==> config.mk <==
export PLATFORM = sky130hd
export DESIGN_NAME = ngg_div
export DESIGN_NICKNAME = d
export VERILOG_FILES = /design/src/design/ngg_pkg.sv /design/src/design/ngg_div.sv
export SDC_FILE = /design/constraint.sdc
export NUM_CORES = 1
export LEC_CHECK = 0
export ABC_AREA = 1
export BUFFER_PORTS_ARGS = -buffer_cell sky130_fd_sc_hd__buf_2
export CAP_MARGIN = 30
export CORE_MARGIN = 10
export CORE_UTILIZATION = 45
export CTS_CLUSTER_DIAMETER = 40
export DETAILED_ROUTE_END_ITERATION = 7
export PLACE_DENSITY = 0.72
export SLEW_MARGIN = 10
export SYNTH_ARGS = -nofsm -noshare
export SYNTH_HDL_FRONTEND = slang
export SYNTH_SLANG_ARGS = --single-unit
export TNS_END_PERCENT = 20
==> constraint.sdc <==
create_clock -name clk -period 22.3 [get_ports clk]
set_clock_uncertainty 0.05 [all_clocks]
set_input_delay 4.46 -clock clk [delete_from_list [all_inputs] [get_ports clk]]
set_output_delay 4.46 -clock clk [all_outputs]
set_load 0.005 [all_outputs]
==> src/design/ngg_pkg.sv <==
// Shared types, constants and helpers for the non-uniform grid greeks stencil.
// Used by ngg_div and nonuniform_grid_greeks_stencil; depends on nothing.
package ngg_pkg;

	localparam int MAX_SPOT     = 64;
	localparam int MAX_VARIANCE = 64;
	localparam int FRAC_BITS    = 16;

	localparam int SPOT_W  = $clog2(MAX_SPOT);
	localparam int VAR_W   = $clog2(MAX_VARIANCE);
	localparam int NODE_W  = SPOT_W + VAR_W;
	localparam int DATA_W  = 32;
	localparam int PTS_W   = 7;
	localparam int TS_W    = 31;
	localparam int OP_W    = 36;
	localparam int PROD_W  = 64;
	localparam int CNT_W   = 7;
	localparam int MUL_STEPS = OP_W;
	localparam int DIV_STEPS = PROD_W;

	localparam logic signed [OP_W-1:0] ONE_OP = OP_W'(1) << FRAC_BITS;
	localparam logic signed [OP_W-1:0] TWO_OP = OP_W'(2) << FRAC_BITS;

	localparam logic signed [DATA_W-1:0] SAT_MAX = {1'b0, {(DATA_W-1){1'b1}}};
	localparam logic signed [DATA_W-1:0] SAT_MIN = {1'b1, {(DATA_W-1){1'b0}}};

	// Opcodes
	localparam logic [1:0] OP_LOAD_SPOT = 2'd0;
	localparam logic [1:0] OP_LOAD_VAR  = 2'd1;
	localparam logic [1:0] OP_LOAD_NODE = 2'd2;
	localparam logic [1:0] OP_QUERY     = 2'd3;

	// Status codes
	localparam logic [1:0] ST_OK  = 2'd0;
	localparam logic [1:0] ST_SAT = 2'd1;
	localparam logic [1:0] ST_BAD = 2'd2;

	// Configuration register indexes
	localparam logic [1:0] CFG_POINTS_SPOT = 2'd0;
	localparam logic [1:0] CFG_POINTS_VAR  = 2'd1;
	localparam logic [1:0] CFG_TIME_STEP   = 2'd2;

	// Price read slots: center, spot neighbors, variance neighbors, corners
	localparam int NUM_READS = 9;
	localparam int RD_W      = 4;
	localparam logic [RD_W-1:0] RD_CENTER  = 4'd0;
	localparam logic [RD_W-1:0] RD_SPOT_LO = 4'd1;
	localparam logic [RD_W-1:0] RD_SPOT_HI = 4'd2;
	localparam logic [RD_W-1:0] RD_VAR_LO  = 4'd3;
	localparam logic [RD_W-1:0] RD_VAR_HI  = 4'd4;
	localparam logic [RD_W-1:0] RD_HI_HI   = 4'd5;
	localparam logic [RD_W-1:0] RD_LO_HI   = 4'd6;
	localparam logic [RD_W-1:0] RD_HI_LO   = 4'd7;
	localparam logic [RD_W-1:0] RD_LO_LO   = 4'd8;
	localparam logic [RD_W-1:0] RD_END     = 4'd9;

	// Division steps of one query
	localparam int NUM_STEPS = 11;
	localparam int STEP_W    = 4;
	localparam logic [STEP_W-1:0] STEP_DM_S    = 4'd0;
	localparam logic [STEP_W-1:0] STEP_DP_S    = 4'd1;
	localparam logic [STEP_W-1:0] STEP_CORR_S  = 4'd2;
	localparam logic [STEP_W-1:0] STEP_SEC_S   = 4'd3;
	localparam logic [STEP_W-1:0] STEP_DM_V    = 4'd4;
	localparam logic [STEP_W-1:0] STEP_DP_V    = 4'd5;
	localparam logic [STEP_W-1:0] STEP_CORR_V  = 4'd6;
	localparam logic [STEP_W-1:0] STEP_SEC_V   = 4'd7;
	localparam logic [STEP_W-1:0] STEP_THETA   = 4'd8;
	localparam logic [STEP_W-1:0] STEP_CROSS   = 4'd9;
	localparam logic [STEP_W-1:0] STEP_VANNA   = 4'd10;

	typedef enum logic [2:0] {
		CS_IDLE,
		CS_READ,
		CS_CHECK,
		CS_CALC,
		CS_WAIT,
		CS_FIN
	} ctl_state_t;

	typedef enum logic [1:0] {
		DS_IDLE,
		DS_MUL,
		DS_DIV,
		DS_DONE
	} div_state_t;

	typedef struct packed {
		logic                   start;
		logic signed [OP_W-1:0] a;
		logic signed [OP_W-1:0] b;
		logic signed [OP_W-1:0] c;
	} div_req_t;

	typedef struct packed {
		logic                     busy;
		logic                     done;
		logic                     sat;
		logic signed [DATA_W-1:0] q;
	} div_rsp_t;

	function automatic logic [OP_W-1:0] mag(input logic signed [OP_W-1:0] x);
		logic [OP_W-1:0] r;
		r = x[OP_W-1] ? OP_W'(-x) : OP_W'(x);
		return r;
	endfunction

endpackage

==> src/design/ngg_div.sv <==
// Shared iterative unit: q = trunc(a*b/c), saturated to 32 bits.
// Shift-add multiply one bit a cycle, then restoring division; uses ngg_pkg.
module ngg_div (
	input  logic              clk,
	input  logic              arst_n,
	input  ngg_pkg::div_req_t req,
	output ngg_pkg::div_rsp_t rsp
);

	ngg_pkg::div_state_t state_q, state_d;
	logic [ngg_pkg::CNT_W-1:0]  cnt_q;
	logic [ngg_pkg::PROD_W-1:0] ma_q;
	logic [ngg_pkg::PROD_W-1:0] acc_q;
	logic [ngg_pkg::OP_W-1:0]   mb_q;
	logic [ngg_pkg::OP_W-1:0]   mc_q;
	logic [ngg_pkg::OP_W-1:0]   rem_q;
	logic                       neg_q;
	logic [ngg_pkg::OP_W:0]     trial;
	logic                       ge;
	logic                       mul_last, div_last;
	logic                       ovf;

	assign mul_last = (state_q == ngg_pkg::DS_MUL)
		&& (cnt_q == ngg_pkg::CNT_W'(ngg_pkg::MUL_STEPS - 1));
	assign div_last = (state_q == ngg_pkg::DS_DIV)
		&& (cnt_q == ngg_pkg::CNT_W'(ngg_pkg::DIV_STEPS - 1));
	assign trial    = {rem_q, acc_q[ngg_pkg::PROD_W-1]};
	assign ge       = (trial >= {1'b0, mc_q});

	// Next state
	always_comb begin
		state_d = state_q;
		unique case (state_q)
			ngg_pkg::DS_IDLE: if (req.start) state_d = ngg_pkg::DS_MUL;
			ngg_pkg::DS_MUL:  if (mul_last) state_d = ngg_pkg::DS_DIV;
			ngg_pkg::DS_DIV:  if (div_last) state_d = ngg_pkg::DS_DONE;
			ngg_pkg::DS_DONE: state_d = ngg_pkg::DS_IDLE;
			default:          state_d = ngg_pkg::DS_IDLE;
		endcase
	end

	always_ff @(posedge clk or negedge arst_n) begin
		if (!arst_n) begin
			state_q <= ngg_pkg::DS_IDLE;
			cnt_q   <= '0;
		end else begin
			state_q <= state_d;
			if (state_q == ngg_pkg::DS_IDLE || mul_last || div_last) begin
				cnt_q <= '0;
			end else begin
				cnt_q <= cnt_q + 1'b1;
			end
		end
	end

	// Datapath: load magnitudes, accumulate product, shift out quotient
	always_ff @(posedge clk) begin
		unique case (state_q)
			ngg_pkg::DS_IDLE: begin
				if (req.start) begin
					ma_q  <= ngg_pkg::PROD_W'(ngg_pkg::mag(req.a));
					mb_q  <= ngg_pkg::mag(req.b);
					mc_q  <= ngg_pkg::mag(req.c);
					neg_q <= req.a[ngg_pkg::OP_W-1] ^ req.b[ngg_pkg::OP_W-1]
						^ req.c[ngg_pkg::OP_W-1];
					acc_q <= '0;
					rem_q <= '0;
				end
			end
			ngg_pkg::DS_MUL: begin
				if (mb_q[0]) begin
					acc_q <= acc_q + ma_q;
				end
				ma_q <= {ma_q[ngg_pkg::PROD_W-2:0], 1'b0};
				mb_q <= {1'b0, mb_q[ngg_pkg::OP_W-1:1]};
			end
			ngg_pkg::DS_DIV: begin
				rem_q <= ge ? ngg_pkg::OP_W'(trial - {1'b0, mc_q})
					: trial[ngg_pkg::OP_W-1:0];
				acc_q <= {acc_q[ngg_pkg::PROD_W-2:0], ge};
			end
			default: begin
			end
		endcase
	end

	// Saturate the quotient
	always_comb begin
		if (neg_q) begin
			ovf   = (acc_q > ngg_pkg::PROD_W'(64'h8000_0000));
			rsp.q = ovf ? ngg_pkg::SAT_MIN : -$signed(acc_q[ngg_pkg::DATA_W-1:0]);
		end else begin
			ovf   = (acc_q > ngg_pkg::PROD_W'(64'h7FFF_FFFF));
			rsp.q = ovf ? ngg_pkg::SAT_MAX : $signed(acc_q[ngg_pkg::DATA_W-1:0]);
		end
		rsp.done = (state_q == ngg_pkg::DS_DONE);
		rsp.sat  = (state_q == ngg_pkg::DS_DONE) && ovf;
		rsp.busy = (state_q != ngg_pkg::DS_IDLE);
	end

endmodule

==> impl_results.md <==
* Status: finished, final reports clean
* Final Hold Vio Count at 0
* Initial core utilization at 45.6%
* Async SR Flop Fraction at 3.66%
* Area Growth Syn to Fin at 13.3%
* Instance area after placement at 23800 um2
* Worst Setup SP: acc_q[46]
* Die height at 243 um
* WP data required at 17.79 ns
* DRC errors left at 0
* Max frequency at 0.117 GHz
* EDFF count, synth at 237
* Ranking of synthesized cells by area: edfxtp_1 (32%), nand2_1 (18%), inv_1 (9.3%)
* Commonest cells after routing, fill and taps aside: nand2_1 (1085), inv_1 (551), nor2_1 (416)
* Clk buf depth at 3
* Largest net degree at the start of global routing at 84
* Fin nets at 3799
* CORE AREA at 49100 um2
* Worst setup EP type: primary output
* # fillers at 5130
* Layout cell share with drive strength beyond 1 at 8.60%
* Cells after Synth at 3443
* Initial antenna violation count at 0
* I/O Pins at 146
* Clock Latency Late Sink at 0.60 ns
* Initial DRC count at 2013
* Wire per inst at 16.9 um
* Resize count post-CTS at 0
* CP max stage cell: o21ai_1
* Critical path's top delay family: simple AND/OR/NAND/NOR gates
* Slew of the pin with the lowest slew margin at 0.985 ns
* Power Density at 163 nW/um2
* Post-CTS setup buffer count at 0
* Period utilisation layout at 38.4%
* Vias per inst at 5.23
* Placer congestion estimate at 0.999
* H-tree depth at 2
* Post-route minimum period at 8.56 ns
* Slew headroom at 34.3%
* Peak VDD IR at 0.103 mV
* Kind of start point of the critical path: flop
* Sequential area share after synthesis at 32.8%
* Fin area at 25400 um2
* Post-synth cell types at 56
* Post-layout util at 51.7%
* CTS tree: yes
* Via count at 22400
* Clock Sinks at 246
* Max Cap Viol at 0
* Min-delay src: cnt_q[0]
* Synth warn at 0
* First-pass GRT wire length at 113000 um
* Critical path class: reg2out
* Hold depth at 1
* Most common cell after layout, fill and taps aside: nand2_1
* Top FF cell, synth: edfxtp_1
* Synthesized area per cell at 6.50 um2
* CTS root buf: clkbuf_16
* Post-Syn Area at 22400 um2
* Yosys reg bits at 246
* Vias in the first global route at 20800
* Synthesized Nets at 3664
* R2R Path Start: state_q[1]
* Input/output buffers at 145
* Reg clk slew, reported paths at 0.06 ns
* Die width at 243 um
* WP buf/inv at 2
* Die area at 59000 um2
* Crit-path cells: nor2_1 > nand2_1 > nor2_1 > nand4_1 > nor2_2 > nand2_1 > buf_8 > nand2_4 > nand2_2 > o21ai_1 > buf_2
* Final ANT Viol Nets at 0
* Total chip power at 0.00413 W
* Post-Route WL at 72300 um
* Setup-failing EPs final at 0
* Crit path depth at 11
* Final HPWL DP at 56600 um
* Worst R2R Path Depth at 6
* Hold-fix buffers at CTS at 0
* Max stage delay on crit path at 0.57 ns
* Type of the most critical hold path: reg2reg
* Leakage power at 12.5 nW
* WP data arrival at 4.05 ns
* Top-area cell type share of the netlist area at 31.8%
* Grt ovf at 0
* Max-slew violations at 0
* Row cnt at 81
* Diode count at 0
* Worst-path fanout max at 29
* RSZ-0062 raised after global routing: false
* GRT Util Overall at 23.7%
* Cell taking the most area after synthesis: edfxtp_1
* Post-route setup TNS at 0 ns
* 1st-pass router iterations at 6
* Num CTS Buffers at 46
-- per-layer routing --
layer	vias up	share of wire (%)	GRT usage [%]
met5	-	0	0
met4	0	2.2	6.29
met3	99	8.7	4.21
met2	881	43	36.3
met1	10000	46	33.6
li1	11400	-	-
-- final cells by class --
cell class	instances	area (um2)	area share [%]
clock inverter	31	263	1.04
sequential	246	7340	29.0
timing repair buffer	159	918	3.62
clock buffer	54	1230	4.87
tap	664	831	3.28
inverter	564	2120	8.35
multi-input combinational	2561	12700	49.9
-- logic make-up after synthesis --
family	Yosys count	synth area share, %
AOI/OAI and AO/OA	491	11.8
adders and majority gates	110	6.22
buffers and inverters	636	10.9
DFF	246	32.8
xor gates and xnor gates	92	3.60
and+or+nand+nor	1868	34.7
-- per-stage QoR --
step,hold slack [ns],worst slack (ns),cells
global placement,0.404,14.18,4189
global route,0.453,13.60,4279
CTS,0.410,13.80,4278
detailed placement,0.404,14.41,4193
floorplan,0.383,12.79,3443
finish,0.411,13.74,4279
-- power breakdown --
part,internal [W],switching [W]
logic,0.000736,0.00168
clock network,0.000415,0.000263
registers,0.000844,0.000190
total,0.00199,0.00213
-- synth_stat cells, types with 3 or more instances --
library cell	instances
o31ai_1	10
buf_4	5
nor3_4	3
o21a_1	6
xor2_1	70
inv_2	10
buf_1	9
nor4_1	9
a21oi_2	10
a31oi_1	8
nand4_1	38
o21ai_2	3
o211ai_1	4
o21bai_1	7
nor3b_1	3
nand4_2	3
o41ai_1	4
a21oi_1	235
a21o_1	6
inv_1	552
ha_1	108
xnor2_1	22
nor3_1	42
o21ai_1	61
nand2_2	7
o21ai_0	131
clkbuf_1	53
nor3_2	6
or2_2	11
edfxtp_1	237
dfrtp_1	9
nand3_1	205
nor2_1	417
nor2_2	6
buf_6	3
nand2_1	1085
nand3b_1	16
-- state kept, by name, summed over array words and instances (netlist names) --
signal / flops
mc_q: 36
acc_q: 64
mb_q: 36
ma_q: 64
state_q: 2
rem_q: 36
neg_q: 1
cnt_q: 7
-- worst paths after layout --
path                         endpoint  slack [ns]
max reg2reg                  ma_q[46]       18.28
min in group asynchronous  state_q[0]        3.67
max                           rsp[15]       13.74
max in group asynchronous    cnt_q[6]       18.34
min reg2reg                  cnt_q[0]        0.41
min                          cnt_q[0]        0.41
Power figures use the tool's default switching activity.
